==> src/rtl/mcs_pkg.sv <==
package mcs_pkg;

  localparam int unsigned AccW  = 32;
  localparam int unsigned LineW = 10;
  localparam int unsigned StepW = 6;
  localparam int unsigned AddrW = 4;

  localparam logic [AccW-1:0] UnitOne       = 32'h0100_0000;
  localparam logic [AccW-1:0] FracMask      = 32'h00FF_FFFF;
  localparam logic [AccW-1:0] SoundRate     = 32'd44100;
  localparam logic [AccW-1:0] TimerBaseHalf = 32'd12500000;
  localparam logic [AccW-1:0] TimerBaseFull = 32'd25000000;
  localparam logic [AccW-1:0] CpuClockRst   = 32'd12500000;
  localparam logic [LineW-1:0] FrameLinesRst = 10'd526;

  localparam logic [StepW-1:0] StepsUnits = 6'd32;
  localparam logic [StepW-1:0] StepsRate  = 6'd32;
  localparam logic [StepW-1:0] StepsWrap  = 6'd11;
  localparam logic [StepW-1:0] StepsHalf  = 6'd10;

  typedef enum logic [1:0] {
    OP_PUSH,
    OP_TAKE_VIDEO,
    OP_TAKE_SOUND,
    OP_TAKE_TIMER
  } op_e;

  typedef enum logic [1:0] {
    REG_CPU_CLOCK,
    REG_FRAME_LINES,
    REG_TIMER_DELAY,
    REG_TIMER_HALF_BASE
  } reg_idx_e;

  typedef enum logic [3:0] {
    S_IDLE,
    S_DIV_UNITS,
    S_MUL_CPU,
    S_FIX,
    S_MUL_SOUND,
    S_MUL_VIDEO,
    S_ADD_VIDEO,
    S_DIV_RATE,
    S_MUL_TIMER,
    S_ADD_TIMER,
    S_TAKE,
    S_DIV_WRAP,
    S_LINE,
    S_DIV_HALF,
    S_DONE
  } state_e;

  typedef struct packed {
    op_e        operation;
    logic [7:0] cycle_count;
  } in_item_t;

  typedef struct packed {
    logic             event_taken;
    logic [LineW-1:0] line_in_field;
    logic [1:0]       half_frame;
    logic [LineW-1:0] frame_line;
  } out_item_t;

  typedef struct packed {
    logic [AccW-1:0]  cpu_clock;
    logic [LineW-1:0] frame_lines;
    logic [15:0]      timer_delay;
    logic             timer_half_base;
  } cfg_t;

  typedef struct packed {
    logic frame_lines;
    logic timer;
  } cfg_wr_t;

  typedef struct packed {
    logic             start;
    logic [AccW-1:0]  dividend;
    logic [AccW-1:0]  divisor;
    logic [StepW-1:0] steps;
  } div_req_t;

  typedef struct packed {
    logic            busy;
    logic            done;
    logic [AccW-1:0] quotient;
    logic [AccW-1:0] remainder;
  } div_rsp_t;

endpackage

==> src/rtl/mcs_div.sv <==
module mcs_div (
  input  logic              clk_i,
  input  logic              rst_ni,
  input  mcs_pkg::div_req_t req_i,
  output mcs_pkg::div_rsp_t rsp_o
);
  import mcs_pkg::*;

  logic [AccW-1:0]  quo_q, quo_d;
  logic [AccW-1:0]  rem_q, rem_d;
  logic [AccW-1:0]  dsr_q, dsr_d;
  logic [StepW-1:0] cnt_q, cnt_d;
  logic             busy_q, busy_d;
  logic             done_q, done_d;
  logic [AccW:0]    rem_sh;
  logic [AccW:0]    diff;

  always_comb begin
    rem_sh = {rem_q, quo_q[AccW-1]};
    diff   = rem_sh - {1'b0, dsr_q};
    quo_d  = quo_q;
    rem_d  = rem_q;
    dsr_d  = dsr_q;
    cnt_d  = cnt_q;
    busy_d = busy_q;
    done_d = 1'b0;
    if (req_i.start) begin
      quo_d  = req_i.dividend;
      rem_d  = '0;
      dsr_d  = req_i.divisor;
      cnt_d  = req_i.steps;
      busy_d = 1'b1;
    end else if (busy_q) begin
      if (!diff[AccW]) begin
        rem_d = diff[AccW-1:0];
        quo_d = {quo_q[AccW-2:0], 1'b1};
      end else begin
        rem_d = rem_sh[AccW-1:0];
        quo_d = {quo_q[AccW-2:0], 1'b0};
      end
      cnt_d = cnt_q - StepW'(1);
      if (cnt_q == StepW'(1)) begin
        busy_d = 1'b0;
        done_d = 1'b1;
      end
    end
  end

  always_ff @(posedge clk_i or negedge rst_ni) begin
    if (!rst_ni) begin
      busy_q <= 1'b0;
      done_q <= 1'b0;
      cnt_q  <= '0;
    end else begin
      busy_q <= busy_d;
      done_q <= done_d;
      cnt_q  <= cnt_d;
    end
  end

  always_ff @(posedge clk_i) begin
    quo_q <= quo_d;
    rem_q <= rem_d;
    dsr_q <= dsr_d;
  end

  assign rsp_o.busy      = busy_q;
  assign rsp_o.done      = done_q;
  assign rsp_o.quotient  = quo_q;
  assign rsp_o.remainder = rem_q;

  a_no_restart : assert property (@(posedge clk_i) disable iff (!rst_ni)
    req_i.start |-> !busy_q)
    else $error("Divider started while a division is still running.");

endmodule

==> src/rtl/mcs_cfg.sv <==
module mcs_cfg (
  input  logic                      clk_i,
  input  logic                      rst_ni,
  input  logic                      psel,
  input  logic                      penable,
  input  logic                      pwrite,
  input  logic [mcs_pkg::AddrW-1:0] paddr,
  input  logic [31:0]               pwdata,
  output logic [31:0]               prdata,
  output logic                      pready,
  output mcs_pkg::cfg_t             cfg_o,
  output mcs_pkg::cfg_wr_t          wr_o
);
  import mcs_pkg::*;

  cfg_t     cfg_q, cfg_d;
  cfg_wr_t  wr_d;
  reg_idx_e idx;
  logic     wen;

  assign idx    = reg_idx_e'(paddr[AddrW-1:2]);
  assign wen    = psel && penable && pwrite;
  assign pready = 1'b1;

  always_comb begin
    cfg_d = cfg_q;
    wr_d  = '0;
    if (wen) begin
      unique case (idx)
        REG_CPU_CLOCK:       cfg_d.cpu_clock = pwdata;
        REG_FRAME_LINES: begin
          cfg_d.frame_lines = pwdata[LineW-1:0];
          wr_d.frame_lines  = 1'b1;
        end
        REG_TIMER_DELAY: begin
          cfg_d.timer_delay = pwdata[15:0];
          wr_d.timer        = 1'b1;
        end
        REG_TIMER_HALF_BASE: begin
          cfg_d.timer_half_base = pwdata[0];
          wr_d.timer            = 1'b1;
        end
        default: ;
      endcase
    end
  end

  always_comb begin
    unique case (idx)
      REG_CPU_CLOCK:       prdata = cfg_q.cpu_clock;
      REG_FRAME_LINES:     prdata = {22'd0, cfg_q.frame_lines};
      REG_TIMER_DELAY:     prdata = {16'd0, cfg_q.timer_delay};
      REG_TIMER_HALF_BASE: prdata = {31'd0, cfg_q.timer_half_base};
      default:             prdata = '0;
    endcase
  end

  always_ff @(posedge clk_i or negedge rst_ni) begin
    if (!rst_ni) begin
      cfg_q.cpu_clock       <= CpuClockRst;
      cfg_q.frame_lines     <= FrameLinesRst;
      cfg_q.timer_delay     <= '0;
      cfg_q.timer_half_base <= 1'b0;
    end else begin
      cfg_q <= cfg_d;
    end
  end

  assign cfg_o = cfg_q;
  assign wr_o  = wr_d;

endmodule

==> src/rtl/multi_rate_clock_event_scheduler.sv <==
// Channel  | Direction | Handshake                | Payload
// input    | in        | in_valid_i / in_stall_o  | in_item_i   (operation, cycle_count)
// output   | out       | out_valid_o / out_stall_i| out_item_o  (event_taken, line fields)
// config   | in        | psel, penable, pwrite    | paddr, pwdata / prdata
//
// A push goes through the shared radix-2 divider for the unit count, and through the timer
// steps as well when the timer is enabled.
// After a timer register write the first timer push also runs the timer rate division.
// A take that advances the line counter sends the line wrap and the field split each through
// the divider, or only the field split when frame_lines is zero.
// After a frame_lines write the next item runs the field split.
// Reset clears all accumulators and the line counter; the block takes one item at a time.
// A finished result waits in the output register while the next item is accepted.
module multi_rate_clock_event_scheduler (
  input  logic                      clk_i,
  input  logic                      rst_ni,
  input  logic                      in_valid_i,
  output logic                      in_stall_o,
  input  mcs_pkg::in_item_t         in_item_i,
  output logic                      out_valid_o,
  input  logic                      out_stall_i,
  output mcs_pkg::out_item_t        out_item_o,
  input  logic                      psel,
  input  logic                      penable,
  input  logic                      pwrite,
  input  logic [mcs_pkg::AddrW-1:0] paddr,
  input  logic [31:0]               pwdata,
  output logic [31:0]               prdata,
  output logic                      pready
);
  import mcs_pkg::*;

  cfg_t      cfg;
  cfg_wr_t   cfg_wr;
  div_req_t  div_req;
  div_rsp_t  div_rsp;
  state_e    state_q, state_d;
  in_item_t  item_q, item_d;
  out_item_t out_item_q, out_item_d;
  logic      out_valid_q, out_valid_d;
  logic      taken_q, taken_d;
  logic      line_dirty_q, line_dirty_d;
  logic      rate_dirty_q, rate_dirty_d;

  logic [AccW-1:0]  units_q, units_d;
  logic [AccW-1:0]  prod_q, prod_d;
  logic [AccW-1:0]  rate_q, rate_d;
  logic [AccW-1:0]  cpu_acc_q, cpu_acc_d;
  logic [AccW-1:0]  snd_acc_q, snd_acc_d;
  logic [AccW-1:0]  vid_acc_q, vid_acc_d;
  logic [AccW-1:0]  tmr_acc_q, tmr_acc_d;
  logic [LineW-1:0] line_q, line_d;
  logic [LineW-1:0] lif_q, lif_d;
  logic [1:0]       half_q, half_d;

  logic [AccW-1:0]  mul_b;
  logic [AccW-1:0]  cpu_sum;
  logic [AccW-1:0]  vid_rate;
  logic [AccW-1:0]  timer_base;
  logic [LineW-1:0] half_lines;
  logic [LineW:0]   line_next;

  mcs_cfg u_cfg (
    .clk_i   (clk_i),
    .rst_ni  (rst_ni),
    .psel    (psel),
    .penable (penable),
    .pwrite  (pwrite),
    .paddr   (paddr),
    .pwdata  (pwdata),
    .prdata  (prdata),
    .pready  (pready),
    .cfg_o   (cfg),
    .wr_o    (cfg_wr)
  );

  mcs_div u_div (
    .clk_i  (clk_i),
    .rst_ni (rst_ni),
    .req_i  (div_req),
    .rsp_o  (div_rsp)
  );

  assign vid_rate   = {17'd0, ({cfg.frame_lines, 5'd0} - {4'd0, cfg.frame_lines, 1'b0})};
  assign timer_base = cfg.timer_half_base ? TimerBaseHalf : TimerBaseFull;
  assign half_lines = (cfg.frame_lines[LineW-1:1] == '0) ? LineW'(1)
                                                         : {1'b0, cfg.frame_lines[LineW-1:1]};
  assign line_next  = {1'b0, line_q} + (LineW+1)'(1);
  assign cpu_sum    = cpu_acc_q + prod_q;
  assign prod_d     = units_q * mul_b;

  always_comb begin
    state_d      = state_q;
    item_d       = item_q;
    out_item_d   = out_item_q;
    out_valid_d  = out_valid_q;
    taken_d      = taken_q;
    line_dirty_d = line_dirty_q;
    rate_dirty_d = rate_dirty_q;
    units_d      = units_q;
    rate_d       = rate_q;
    cpu_acc_d    = cpu_acc_q;
    snd_acc_d    = snd_acc_q;
    vid_acc_d    = vid_acc_q;
    tmr_acc_d    = tmr_acc_q;
    line_d       = line_q;
    lif_d        = lif_q;
    half_d       = half_q;
    mul_b        = cfg.cpu_clock;
    div_req      = '0;

    if (out_valid_q && !out_stall_i) begin
      out_valid_d = 1'b0;
    end

    unique case (state_q)
      S_IDLE: begin
        if (in_valid_i) begin
          item_d  = in_item_i;
          taken_d = 1'b0;
          if (in_item_i.operation == OP_PUSH) begin
            div_req.start    = 1'b1;
            div_req.dividend = {in_item_i.cycle_count, 24'd0};
            div_req.divisor  = cfg.cpu_clock;
            div_req.steps    = StepsUnits;
            state_d          = S_DIV_UNITS;
          end else begin
            state_d = S_TAKE;
          end
        end
      end
      S_DIV_UNITS: begin
        if (div_rsp.done) begin
          units_d = div_rsp.quotient;
          state_d = S_MUL_CPU;
        end
      end
      S_MUL_CPU: begin
        mul_b   = cfg.cpu_clock;
        state_d = S_FIX;
      end
      S_FIX: begin
        if (cpu_sum[AccW-1:24] != item_q.cycle_count) begin
          units_d   = units_q + AccW'(1);
          cpu_acc_d = (cpu_sum + cfg.cpu_clock) & FracMask;
        end else begin
          cpu_acc_d = cpu_sum;
        end
        state_d = S_MUL_SOUND;
      end
      S_MUL_SOUND: begin
        mul_b   = SoundRate;
        state_d = S_MUL_VIDEO;
      end
      S_MUL_VIDEO: begin
        snd_acc_d = snd_acc_q + prod_q;
        mul_b     = vid_rate;
        state_d   = S_ADD_VIDEO;
      end
      S_ADD_VIDEO: begin
        vid_acc_d = vid_acc_q + prod_q;
        if (cfg.timer_delay == '0) begin
          state_d = S_LINE;
        end else if (rate_dirty_q) begin
          div_req.start    = 1'b1;
          div_req.dividend = timer_base;
          div_req.divisor  = {16'd0, cfg.timer_delay};
          div_req.steps    = StepsRate;
          state_d          = S_DIV_RATE;
        end else begin
          state_d = S_MUL_TIMER;
        end
      end
      S_DIV_RATE: begin
        if (div_rsp.done) begin
          rate_d       = div_rsp.quotient;
          rate_dirty_d = 1'b0;
          state_d      = S_MUL_TIMER;
        end
      end
      S_MUL_TIMER: begin
        mul_b   = rate_q;
        state_d = S_ADD_TIMER;
      end
      S_ADD_TIMER: begin
        tmr_acc_d = tmr_acc_q + prod_q;
        state_d   = S_LINE;
      end
      S_TAKE: begin
        state_d = S_LINE;
        unique case (item_q.operation)
          OP_TAKE_VIDEO: begin
            if (vid_acc_q[AccW-1:24] != '0) begin
              vid_acc_d = vid_acc_q - UnitOne;
              taken_d   = 1'b1;
              if (cfg.frame_lines == '0) begin
                line_d       = line_next[LineW-1:0];
                line_dirty_d = 1'b1;
              end else begin
                div_req.start    = 1'b1;
                div_req.dividend = {line_next, 21'd0};
                div_req.divisor  = {22'd0, cfg.frame_lines};
                div_req.steps    = StepsWrap;
                state_d          = S_DIV_WRAP;
              end
            end
          end
          OP_TAKE_SOUND: begin
            if (snd_acc_q[AccW-1:24] != '0) begin
              snd_acc_d = snd_acc_q - UnitOne;
              taken_d   = 1'b1;
            end
          end
          OP_TAKE_TIMER: begin
            if (tmr_acc_q[AccW-1:24] != '0) begin
              tmr_acc_d = tmr_acc_q - UnitOne;
              taken_d   = 1'b1;
            end
          end
          default: ;
        endcase
      end
      S_DIV_WRAP: begin
        if (div_rsp.done) begin
          line_d       = div_rsp.remainder[LineW-1:0];
          line_dirty_d = 1'b1;
          state_d      = S_LINE;
        end
      end
      S_LINE: begin
        if (line_dirty_q) begin
          div_req.start    = 1'b1;
          div_req.dividend = {line_q, 22'd0};
          div_req.divisor  = {22'd0, half_lines};
          div_req.steps    = StepsHalf;
          state_d          = S_DIV_HALF;
        end else begin
          state_d = S_DONE;
        end
      end
      S_DIV_HALF: begin
        if (div_rsp.done) begin
          lif_d        = div_rsp.remainder[LineW-1:0];
          half_d       = div_rsp.quotient[1:0];
          line_dirty_d = 1'b0;
          state_d      = S_DONE;
        end
      end
      S_DONE: begin
        if (!out_valid_q || !out_stall_i) begin
          out_item_d.event_taken   = taken_q;
          out_item_d.line_in_field = lif_q;
          out_item_d.half_frame    = half_q;
          out_item_d.frame_line    = line_q;
          out_valid_d              = 1'b1;
          state_d                  = S_IDLE;
        end
      end
      default: state_d = S_IDLE;
    endcase

    if (cfg_wr.frame_lines) begin
      line_dirty_d = 1'b1;
    end
    if (cfg_wr.timer) begin
      rate_dirty_d = 1'b1;
    end
  end

  always_ff @(posedge clk_i or negedge rst_ni) begin
    if (!rst_ni) begin
      state_q      <= S_IDLE;
      out_valid_q  <= 1'b0;
      line_dirty_q <= 1'b0;
      rate_dirty_q <= 1'b1;
      cpu_acc_q    <= '0;
      snd_acc_q    <= '0;
      vid_acc_q    <= '0;
      tmr_acc_q    <= '0;
      line_q       <= '0;
      lif_q        <= '0;
      half_q       <= '0;
    end else begin
      state_q      <= state_d;
      out_valid_q  <= out_valid_d;
      line_dirty_q <= line_dirty_d;
      rate_dirty_q <= rate_dirty_d;
      cpu_acc_q    <= cpu_acc_d;
      snd_acc_q    <= snd_acc_d;
      vid_acc_q    <= vid_acc_d;
      tmr_acc_q    <= tmr_acc_d;
      line_q       <= line_d;
      lif_q        <= lif_d;
      half_q       <= half_d;
    end
  end

  always_ff @(posedge clk_i) begin
    item_q     <= item_d;
    out_item_q <= out_item_d;
    taken_q    <= taken_d;
    units_q    <= units_d;
    prod_q     <= prod_d;
    rate_q     <= rate_d;
  end

  assign in_stall_o  = (state_q != S_IDLE);
  assign out_valid_o = out_valid_q;
  assign out_item_o  = out_item_q;

  a_done_loads : assert property (@(posedge clk_i) disable iff (!rst_ni)
    (state_q == S_DONE) && !out_valid_q |=> out_valid_q)
    else $error("A finished item was not loaded into a free output register.");

  a_field_range : assert property (@(posedge clk_i) disable iff (!rst_ni)
    !line_dirty_q |-> (lif_q < half_lines))
    else $error("Line within field is not below half the frame lines.");

  a_idle_div : assert property (@(posedge clk_i) disable iff (!rst_ni)
    (state_q == S_IDLE) |-> !div_rsp.busy)
    else $error("Divider still busy while the sequencer is idle.");

endmodule
==> config.mk <==
export PLATFORM = sky130hd
export DESIGN_NAME = multi_rate_clock_event_scheduler
export DESIGN_NICKNAME = d
export VERILOG_FILES = /design/src/rtl/mcs_pkg.sv /design/src/rtl/mcs_div.sv /design/src/rtl/mcs_cfg.sv /design/src/rtl/multi_rate_clock_event_scheduler.sv
export SDC_FILE = /design/constraint.sdc
export NUM_CORES = 2
export LEC_CHECK = 0
export BUFFER_PORTS_ARGS = -buffer_cell sky130_fd_sc_hd__buf_2
export CAP_MARGIN = 20
export CORE_ASPECT_RATIO = 0.8
export CORE_MARGIN = 5
export CORE_UTILIZATION = 50
export CTS_CLUSTER_SIZE = 14
export DETAILED_ROUTE_END_ITERATION = 8
export PLACE_DENSITY = 0.76
export SLEW_MARGIN = 10
export SYNTH_ARGS = -nofsm -noshare
export SYNTH_HDL_FRONTEND = slang
export SYNTH_HIERARCHICAL = 1
export SYNTH_SLANG_ARGS = --single-unit
==> constraint.sdc <==
create_clock -name clk_i -period 15.6 [get_ports clk_i]
set_clock_uncertainty 0.15 [all_clocks]
set_input_delay 3.12 -clock clk_i [delete_from_list [all_inputs] [get_ports clk_i]]
set_output_delay 3.12 -clock clk_i [all_outputs]
set_load 0.005 [all_outputs]
==> results by group <==
Timing
  – RSZ-0062 raised after global routing: false
  – Worst slew pin tran: roughly 1.3 ns
  – Final Setup Violations: 0
  – Tmin final: ~10 ns
  – Min Hold Slack: around 0.29 ns
  – Relative max-transition margin: 0.157
  – Slew Viols, Final: 0
  – Setup TNS: 0 ns
  – Crit share post-route: 0.638
  – Fin. Hold Viols: 0
  – Max Fclk: ~100 MHz

Placed design
  – Post-DP HPWL: roughly 93000 um
  – I/O Buffers: 107
  – Placer Congestion: roughly 0.95

Logic synthesis
  – Mapped Cells: 4871
  – Synth warnings: 6
  – Area of the mapped netlist: between 40000 and 50000 sq um
  – Syn Area/Cell: 9.21 sq um

Floorplanning
  – Die width: 345 um
  – Die Ht: roughly 280 um
  – Boundary pin count: 111
  – Row count: 98
  – Core area: a little under 90000 sq um
  – Initial core utilization: 0.503
  – Die area: approximately 96000 sq um

Finish
  – Fraction of layout cells with a size suffix above 1: 0.0839
  – Fillers: 7945
  – Area growth syn-to-layout: 7.27%
  – Nets@finish: about 5700

Clock tree
  – Hold Buf Count CTS: 0
  – # Post-CTS Setup Buffers: 0
  – Clock transition at path regs: around 0.060 ns
  – CTS Sinks: 450
  – TritonCTS clock tree: yes
  – CTS Buf Count: 45
  – Post-CTS Resized: 0
  – CTS Buffer Depth: 3
  – Number of H-tree levels: 2
  – Worst skew pair latency: slightly above 0.6 ns
  – Root buf cell: clkbuf_16

Detailed routing
  – Post-DRT Antenna Nets: 0
  – Final wirelength: about 130000 um
  – DR vias: about 36000
  – Detailed Routing Iterations Pass 1: 7
  – Vias per cell: 5.93
  – Initial drt markers: between 3000 and 4000
  – Routed WL per cell: roughly 21 um
  – DR DRC count: 0

Critical path
  – Critical path buffer and inverter count: 6
  – Crit Path Category: flop to flop
  – CP arrival: around 10 ns
  – Critical path data required time: ~16 ns
  – Critical path's largest stage delay: around 0.76 ns
  – CP max stage cell: nand2_1
  – Startpoint types: flop
  – Crit-path most repeated cell: fa_1
  – CP Capture Type: flop
  – Worst Path Max Fanout: 22
  – Worst path top cell family by delay: adder cells

Global route
  – Initial antenna violation count: 13
  – Total track usage: 0.262
  – Largest net degree at the start of global routing: 102
  – Vias in the first global route: 35323
  – Global-route wire length before repair: between 150000 and 200000 um
  – Grt ovf: 0

Hold path
  – Hold WC Path Type: flop to flop

Run status
  – Run status: complete, no violations

Job
  – Max Cap Viol: 0
==> per-layer routing <==
metal | part of all wire | global-route usage | vias to the layer above | wire length [um]
met5 | 0.00044 | 0 | - | 56
met4 | 0.030 | 0.0711 | 8 | 3800
met3 | 0.11 | 0.0596 | 245 | 13400
met2 | 0.44 | 0.402 | 1686 | 56000
met1 | 0.42 | 0.377 | 17907 | 54100
li1 | - | - | 16385 | -
==> cell type report <==
type,count,area (sq um),area share
diodes,3,7.51,0.000156
clock buffers,61,1270,0.0264
clock inverters,23,233,0.00484
inverters,538,2020,0.0420
multi-input cells,3669,30300,0.629
flip-flops and latches,450,11800,0.245
well taps,1200,1500,0.0312
repair buffers,167,1040,0.0217
==> placed cells by master, fill, tap and decap left out, drive strengths merged, types with 99 or more instances in the layout <==
master,instances
xnor2,183
and2,272
mux2,107
fa,414
inv,541
a21oi,207
nor2,243
xor2,99
nand2,651
o21ai,279
ha,322
dfrtp,207
buf,167
edfxtp,162
==> stage by stage <==
stage | setup slack, ns | instances | util | area (sq um)
after floorplan | 7.02 | 4880 | - | 44900
after global placement | 5.60 | 6018 | 0.522 | 46500
after detailed placement | 5.52 | 6019 | 0.522 | 46500
after CTS | 5.45 | 6103 | 0.539 | 48000
after global routing | 5.16 | 6108 | 0.540 | 48100
final | 5.65 | 6111 | 0.540 | 48100
==> path summary, 6_finish.rpt <==
kind                                 startpoint              end  slack, ns  depth (start not counted)
worst max-delay path            u_cfg/cfg_o[18]       prod_q[31]       5.65                         32
worst min-delay path                   lif_q[3]   out_item_o[15]       0.29                          0
worst max register to register  u_cfg/cfg_o[18]       prod_q[31]       5.65                         32
worst min register to register         lif_q[3]   out_item_o[15]       0.29                          0
max in group asynchronous                rst_ni  u_cfg/cfg_o[48]      10.97                          4
min in group asynchronous                rst_ni    tmr_acc_q[28]       2.38                          1
==> state kept, by name, indices dropped and copies added (netlist names), 23 cells and up <==
register     cells
u_cfg/cfg_o     59
cpu_acc_q       32
prod_q          32
rate_q          32
snd_acc_q       32
tmr_acc_q       32
u_div/dsr_q     32
u_div/quo_q     32
u_div/rem_q     32
units_q         32
vid_acc_q       32
out_item_o      23
==> worst register-to-register path, delay by kind of cell, from the launching register on <==
family          cells  cell delay (ns)
mux                 1             0.21
buf+inv             6             0.34
fa+ha+maj          10             4.44
xor+xnor            1             0.13
compound gates      9             2.31
simple gates        5             1.68
flops               1             0.61
Power is not shown: default switching activity piles up to over one toggle a cycle in this logic, so the estimate is an artifact.
